## config.mk

```make
export PLATFORM = sky130hd
export DESIGN_NAME = kce_ctrl
export DESIGN_NICKNAME = d
export VERILOG_FILES = /design/src/sv/kce_pkg.sv /design/src/sv/kce_ctrl.sv
export SDC_FILE = /design/constraint.sdc
export NUM_CORES = 1
export LEC_CHECK = 0
export BUFFER_PORTS_ARGS = -buffer_cell sky130_fd_sc_hd__clkbuf_2
export CELL_PAD_IN_SITES_DETAIL_PLACEMENT = 1
export CELL_PAD_IN_SITES_GLOBAL_PLACEMENT = 1
export CORE_AREA = 2 2 93 95
export CTS_BUF_LIST = sky130_fd_sc_hd__clkbuf_16
export DETAILED_ROUTE_END_ITERATION = 10
export DIE_AREA = 0 0 95 97
export HOLD_SLACK_MARGIN = 0.02
export PLACE_DENSITY_LB_ADDON = 0.05
export SYNTH_ARGS = -nofsm -noshare
export SYNTH_HDL_FRONTEND = slang
export SYNTH_SLANG_ARGS = --single-unit
```

## constraint.sdc

```tcl
create_clock -name clk -period 3.2 [get_ports clk]
set_clock_uncertainty 0.1 [all_clocks]
set_input_delay 0.96 -clock clk [delete_from_list [all_inputs] [get_ports clk]]
set_output_delay 0.96 -clock clk [all_outputs]
set_load 0.01 [all_outputs]
```

## src/sv/kce_pkg.sv

```systemverilog
// Shared types and constants of the k-means clustering engine.
// No dependencies; imported by every other module of the block.
package kce_pkg;

	localparam int VAL_W      = 16;
	localparam int MEAN_W     = 24;
	localparam int FRAC_W     = 8;
	localparam int PORT_DIMS  = 4;
	localparam int CID_W      = 3;
	localparam int CNT_OUT_W  = 11;
	localparam int ITER_W     = 8;
	localparam int THR_W      = 24;
	localparam int DIFF_W     = 26;
	localparam int SQ_W       = 48;
	localparam int DIST_W     = 51;
	localparam int ROOT_W     = 52;
	localparam int ROOT_TOP   = 50;
	localparam int ROOT_STEPS = 26;
	localparam int SHIFT_W    = 32;
	localparam int IN_DATA_W  = 72;
	localparam int OUT_DATA_W = 120;

	typedef enum logic [1:0] {
		ACT_SAMPLE = 2'd0,
		ACT_CENT   = 2'd1,
		ACT_RUN    = 2'd2,
		ACT_NONE   = 2'd3
	} kce_act_t;

	localparam logic [1:0] REG_CLUSTERS  = 2'd0;
	localparam logic [1:0] REG_DIMS      = 2'd1;
	localparam logic [1:0] REG_MAX_ITER  = 2'd2;
	localparam logic [1:0] REG_THRESHOLD = 2'd3;

	typedef enum logic [4:0] {
		S_IDLE, S_RUN_INIT, S_PASS_INIT,
		S_ASG_RD, S_ASG_LAT, S_ASG_CL, S_ASG_DIFF, S_ASG_SQ, S_ASG_ACC, S_ASG_WB,
		S_UPD_C, S_UPD_DIV0, S_UPD_DIV, S_UPD_WR, S_UPD_SQ, S_UPD_ACC,
		S_UPD_RS, S_UPD_ROOT, S_UPD_ADD, S_UPD_END,
		S_SPR_INIT, S_SPR_RD, S_SPR_CHK, S_EMIT
	} kce_state_t;

	typedef struct packed {
		logic              load_sample;
		logic              load_cent;
		logic              run_init;
		logic              pass_clear;
		logic              take_sample;
		logic              acc_clr;
		logic              dist_diff;
		logic              square;
		logic              dist_acc;
		logic              last_dim;
		logic              assign_wb;
		logic              sq_clr;
		logic              div_start;
		logic              div_write;
		logic              upd_acc;
		logic              root_start;
		logic              shift_add;
		logic              upd_end;
		logic              kill;
		logic              spr_clr;
		logic              spr_chk;
		logic              out_load;
		logic              out_last;
		logic [3:0]        clu;
		logic [1:0]        dim;
		logic [ITER_W-1:0] iters;
	} kce_cmd_t;

	typedef struct packed {
		logic [3:0]        nc;
		logic [2:0]        nd;
		logic [ITER_W-1:0] max_it;
		logic [7:0]        alive;
		logic              div_done;
		logic              root_done;
		logic              conv;
		logic              out_ready;
	} kce_sts_t;

	typedef struct packed {
		logic [ITER_W-1:0]                 iters;
		logic                              converged;
		logic                              valid_res;
		logic [PORT_DIMS-1:0][MEAN_W-1:0]  mean;
		logic [CNT_OUT_W-1:0]              member_count;
		logic [CID_W-1:0]                  cluster_id;
	} kce_res_t;

endpackage

```

## src/sv/kce_ctrl.sv

```systemverilog
// Run sequencer of the k-means engine: loads, assignment, update, spread, emit.
// Depends on kce_pkg; drives kce_dp through kce_cmd_t and reads kce_sts_t.
module kce_ctrl #(
	parameter int MAX_SAMPLES = 1024
) (
	input  logic                               clk,
	input  logic                               arst_n,
	input  logic                               s_tvalid,
	output logic                               s_tready,
	input  logic [1:0]                         action,
	input  kce_pkg::kce_sts_t                  sts,
	input  logic [$clog2(MAX_SAMPLES+1)-1:0]   count,
	output kce_pkg::kce_cmd_t                  cmd,
	output logic [$clog2(MAX_SAMPLES)-1:0]     addr
);
	import kce_pkg::*;

	localparam int AW    = $clog2(MAX_SAMPLES);
	localparam int CNT_W = $clog2(MAX_SAMPLES+1);

	kce_state_t        state_q, state_d;
	logic [CNT_W-1:0]  i_q, i_d, i_nx;
	logic [3:0]        c_q, c_d, c_nx;
	logic [1:0]        d_q, d_d;
	logic [ITER_W-1:0] iter_q, iter_d;
	logic              first_q, first_d;
	logic              last_d_w, last_c_w;

	always_ff @(posedge clk or negedge arst_n) begin
		if (!arst_n) begin
			state_q <= S_IDLE;
			i_q     <= '0;
			c_q     <= '0;
			d_q     <= '0;
			iter_q  <= '0;
			first_q <= 1'b0;
		end else begin
			state_q <= state_d;
			i_q     <= i_d;
			c_q     <= c_d;
			d_q     <= d_d;
			iter_q  <= iter_d;
			first_q <= first_d;
		end
	end

	assign addr     = i_q[AW-1:0];
	assign i_nx     = CNT_W'(i_q + 1'b1);
	assign c_nx     = c_q + 4'd1;
	assign last_d_w = ({1'b0, d_q} + 3'd1) == sts.nd;
	assign last_c_w = c_nx == sts.nc;

	always_comb begin
		state_d   = state_q;
		i_d       = i_q;
		c_d       = c_q;
		d_d       = d_q;
		iter_d    = iter_q;
		first_d   = first_q;
		s_tready  = 1'b0;
		cmd       = '0;
		cmd.clu   = c_q;
		cmd.dim   = d_q;
		cmd.iters = iter_q;
		case (state_q)
			S_IDLE: begin
				s_tready = 1'b1;
				if (s_tvalid) begin
					case (action)
						ACT_SAMPLE: cmd.load_sample = 1'b1;
						ACT_CENT:   cmd.load_cent = 1'b1;
						ACT_RUN:    state_d = S_RUN_INIT;
						default:    ;
					endcase
				end
			end
			S_RUN_INIT: begin
				cmd.run_init = 1'b1;
				iter_d  = ITER_W'(1);
				first_d = 1'b1;
				state_d = S_PASS_INIT;
			end
			S_PASS_INIT: begin
				cmd.pass_clear = 1'b1;
				i_d = '0;
				c_d = '0;
				state_d = (count == '0) ? S_UPD_C : S_ASG_RD;
			end
			S_ASG_RD: state_d = S_ASG_LAT;
			S_ASG_LAT: begin
				cmd.take_sample = 1'b1;
				c_d = '0;
				state_d = S_ASG_CL;
			end
			S_ASG_CL: begin
				if (c_q == sts.nc) begin
					state_d = S_ASG_WB;
				end else if (!sts.alive[c_q[2:0]]) begin
					c_d = c_nx;
				end else begin
					cmd.acc_clr = 1'b1;
					d_d = '0;
					state_d = S_ASG_DIFF;
				end
			end
			S_ASG_DIFF: begin
				cmd.dist_diff = 1'b1;
				state_d = S_ASG_SQ;
			end
			S_ASG_SQ: begin
				cmd.square = 1'b1;
				state_d = S_ASG_ACC;
			end
			S_ASG_ACC: begin
				cmd.dist_acc = 1'b1;
				cmd.last_dim = last_d_w;
				if (last_d_w) begin
					c_d = c_nx;
					state_d = S_ASG_CL;
				end else begin
					d_d = d_q + 2'd1;
					state_d = S_ASG_DIFF;
				end
			end
			S_ASG_WB: begin
				cmd.assign_wb = 1'b1;
				i_d = i_nx;
				if (i_nx == count) begin
					c_d = '0;
					state_d = S_UPD_C;
				end else begin
					state_d = S_ASG_RD;
				end
			end
			S_UPD_C: begin
				if (c_q == sts.nc) begin
					state_d = S_UPD_END;
				end else begin
					cmd.sq_clr = 1'b1;
					d_d = '0;
					state_d = S_UPD_DIV0;
				end
			end
			S_UPD_DIV0: begin
				cmd.div_start = 1'b1;
				state_d = S_UPD_DIV;
			end
			S_UPD_DIV: if (sts.div_done) state_d = S_UPD_WR;
			S_UPD_WR: begin
				cmd.div_write = 1'b1;
				state_d = S_UPD_SQ;
			end
			S_UPD_SQ: begin
				cmd.square = 1'b1;
				state_d = S_UPD_ACC;
			end
			S_UPD_ACC: begin
				cmd.upd_acc = 1'b1;
				if (last_d_w) begin
					state_d = S_UPD_RS;
				end else begin
					d_d = d_q + 2'd1;
					state_d = S_UPD_DIV0;
				end
			end
			S_UPD_RS: begin
				cmd.root_start = 1'b1;
				state_d = S_UPD_ROOT;
			end
			S_UPD_ROOT: if (sts.root_done) state_d = S_UPD_ADD;
			S_UPD_ADD: begin
				cmd.shift_add = 1'b1;
				c_d = c_nx;
				state_d = S_UPD_C;
			end
			S_UPD_END: begin
				cmd.upd_end = 1'b1;
				cmd.kill = first_q;
				first_d = 1'b0;
				if (sts.conv || iter_q >= sts.max_it) begin
					state_d = S_SPR_INIT;
				end else begin
					iter_d = iter_q + 1'b1;
					state_d = S_PASS_INIT;
				end
			end
			S_SPR_INIT: begin
				cmd.spr_clr = 1'b1;
				i_d = '0;
				c_d = '0;
				state_d = (count == '0) ? S_EMIT : S_SPR_RD;
			end
			S_SPR_RD: state_d = S_SPR_CHK;
			S_SPR_CHK: begin
				cmd.spr_chk = 1'b1;
				i_d = i_nx;
				state_d = (i_nx == count) ? S_EMIT : S_SPR_RD;
			end
			S_EMIT: begin
				if (sts.out_ready) begin
					cmd.out_load = 1'b1;
					cmd.out_last = last_c_w;
					if (last_c_w) begin
						state_d = S_IDLE;
					end else begin
						c_d = c_nx;
					end
				end
			end
			default: state_d = S_IDLE;
		endcase
	end

endmodule

```

==> results.cfg <==
[sta]
setup-tns-final_ns = 0
holdWs_ns = 0.399
fin_crit_sh_pct = 98.3
hold_viol_final = 0
worstMarginPinSlew_ns = 0.854
fmax_mhz = 318
relSlewSlack_pct = 43.1
rsz0062_at_grt = no
slew_viol_final = 0
finalCriticalPeriod_ns = 3.15
setup_viol = 0

[worst_setup_path]
cpMaxStageDelayCell = mux4_2
cp_common_cell = clkbuf_2
crit_fanout = 4
worstReg2RegStart = c_q[1]
path_delay_family = multiplexers
arrival_ns = 2.09
path_cells = clkbuf_2 > mux4_2 > mux2_2 > nor3b_1 > clkbuf_2
worstSetupEndpointType = primary output
start_kind = primary input
worstSetupPathType = in -> out
worst-path-buf-inv = 2
cp_data_required_time_ns = 2.14
critical_path.max_stage_delay_ns = 0.46
crit_start = sts[10]

[run_status]
status = completed

[clock_tree]
cts_setup_buffers = 0
cts.sinks = 31
cts_root_buf = clkbuf_16
htree_levels = 2
numCtsBuffers = 5
hold_buffers = 0
clk_latency_ns = 0.28
cts.path.max_buffers = 2
path_clk_slew_ns = 0.05
cts_tree = done

[run]
drv_cap = 0

[layout]
layout_common_cells = clkbuf_2, o21ai_0, nand2_1
drive_gt1_share_pct = 28.4
antennaDiodeCount = 0
fillers = 1034
layout-area-overhead-vs-synth_pct = 23.3
regArea_sq_um = 776
layout.nets = 529
final_common_cell = clkbuf_2
final_core_util_pct = 46.3
multi_input_area_sq_um = 2050

[routing]
vias = 3175
drtIter0Drc = 126
routedWlPerCell_um = 16.5
drt_first_pass_iters = 4
finalWirelength_mm = 9.56
vias_per_cell = 5.47
antenna_left = 0
drcViolationCount = 0

[synth]
synth_nets = 444
async_flop_share_pct = 100
yosys-top-cells-area = dfrtp_1, o21ai_0, ha_1, xnor2_1, nand2_1
ys.flop_type = dfrtp_1
synth_seq_cells = 31
synth_area_sq_um = 3060
synth_top_area_share_pct = 25.4
seq_area_frac_synth_pct = 25.4
postSynthCellCount = 389
yosys.area.top_type = dfrtp_1
yosys_warnings = 0
synth.distinct_cells = 67
syn_avg_cell_area_sq_um = 7.85
synth_edf_count = 0

[pwr]
peakVddDrop_mv = 0.442
p_leak_nw = 1.78
finalPower_mw = 2.75
p_per_area_nw_per_um2 = 731

[hold_path]
hp-class = reg -> reg
hp-start = first_q

[place]
hpwl_mm = 7.46
io_buffer_count = 90
gp_congestion = 0.861

[global_route]
grt_pass1_vias = 3246
antenna_found_initial = 0
grt_max_degree = 32
grt_overflow = 0
grtUsageTotal_pct = 21.6
grt_pass1_wl_mm = 16.1

[floorplanning]
core-area_sq_um = 8130
die-area_sq_um = 9220
rows = 33
initial_core_util_pct = 37.6
chipWidth_um = 95
dieHeight_um = 97
io-pin-count = 91
## metrics by stage
step	instance area (sq um)	setup slack, ns	cells
6_report	3770	0.0549	580
5_1_grt	3770	0.0146	580
4_1_cts	3760	0.0476	580
3_5_place_dp	3590	0.0530	572
3_3_place_gp	3590	0.0761	572
2_1_floorplan	3060	0.228	389
## worst reg2reg max path, cell delays in order, from the launching register on
cell and delay [ns]:
dfrtp_1 0.48, ha_1 0.36, xnor2_1 0.16, nand2_1 0.07
nor3_1 0.24, buf_4 0.16, nand2_1 0.08, a211oi_2 0.50
mux2_2 0.39
## synth_stat cells, types with 2 or more instances
| cell type | count |
|---|---|
| o211ai_1 | 4 |
| xnor2_1 | 16 |
| nand3_1 | 12 |
| ha_1 | 12 |
| a311oi_1 | 2 |
| or2_2 | 3 |
| dfrtp_1 | 31 |
| nand3b_1 | 4 |
| nor3b_1 | 2 |
| mux2_2 | 3 |
| o21ai_0 | 38 |
| a221o_1 | 3 |
| a21o_1 | 3 |
| inv_1 | 19 |
| mux2i_1 | 3 |
| nand4_1 | 4 |
| buf_2 | 2 |
| a31oi_1 | 4 |
| o2bb2ai_1 | 2 |
| a21oi_1 | 16 |
| nor2_1 | 35 |
| and2_1 | 4 |
| o22ai_1 | 4 |
| or3_1 | 4 |
| buf_6 | 2 |
| nand2b_1 | 15 |
| nor4_1 | 4 |
| o31ai_1 | 2 |
| a22o_1 | 6 |
| mux4_2 | 2 |
| nand2_1 | 36 |
| a211o_1 | 3 |
| buf_4 | 12 |
| clkbuf_1 | 13 |
| and3_1 | 8 |
| nor3_1 | 15 |
| nor4bb_1 | 2 |
| xor2_1 | 9 |
| a221oi_1 | 2 |
## power breakdown
part,total [mW],internal (mW),switching (mW)
combinational,1.59,0.696,0.890
sequential,0.624,0.482,0.142
clock,0.543,0.363,0.180
## registers in the layout (all words and copies together) (netlist names)
name	flops
d_q	2
state_q	5
i_q	11
c_q	4
iter_q	8
first_q	1
## final cells by class
type	instances	area share, %
Multi-Input combinational cell	310	54.3
Sequential cell	31	20.6
Timing Repair Buffer	107	15.3
Tap cell	105	3.49
Clock buffer	5	3.32
Inverter	19	1.89
Clock inverter	3	1.03
## path summary, 6_finish.rpt
| check | to | slack, ns | depth (start not counted) |
|---|---|---|---|
| min in group asynchronous | iter_q[4] | 0.68 | 1 |
| hold / removal | first_q | 0.40 | 2 |
| setup reg to reg | state_q[2] | 0.54 | 8 |
| setup / recovery | cmd[31] | 0.05 | 5 |
| max in group asynchronous | i_q[1] | 1.78 | 1 |
| hold reg to reg | first_q | 0.40 | 2 |
## cells by family (layout without fill, tap and decap cells)
family,count (synthesis),after routing,synth area share [%]
muxes,9,9,4.05
buffers and inverters,48,134,7.94
and+or+nand+nor,158,158,26.9
adders and majority gates,12,12,4.91
DFF,31,31,25.4
AOI/OAI and AO/OA,106,106,23.6
xor gates and xnor gates,25,25,7.17
## metal layers
metal  track usage (%)  vias to the layer above  part of all wire [%]
met5                 0                        -                     0
li1                  -                     1579                     -
met4              4.35                        0                  0.85
met1              29.6                     1512                    48
met2              36.2                       76                    48
met3              2.73                        8                   3.7
## what timing repair did
action                                 in CTS  in global routing
gates resized for setup                     0                  2
endpoints found under the hold margin       0                  0
setup endpoints to repair                   0                  2
Power figures use the tool's default switching activity.
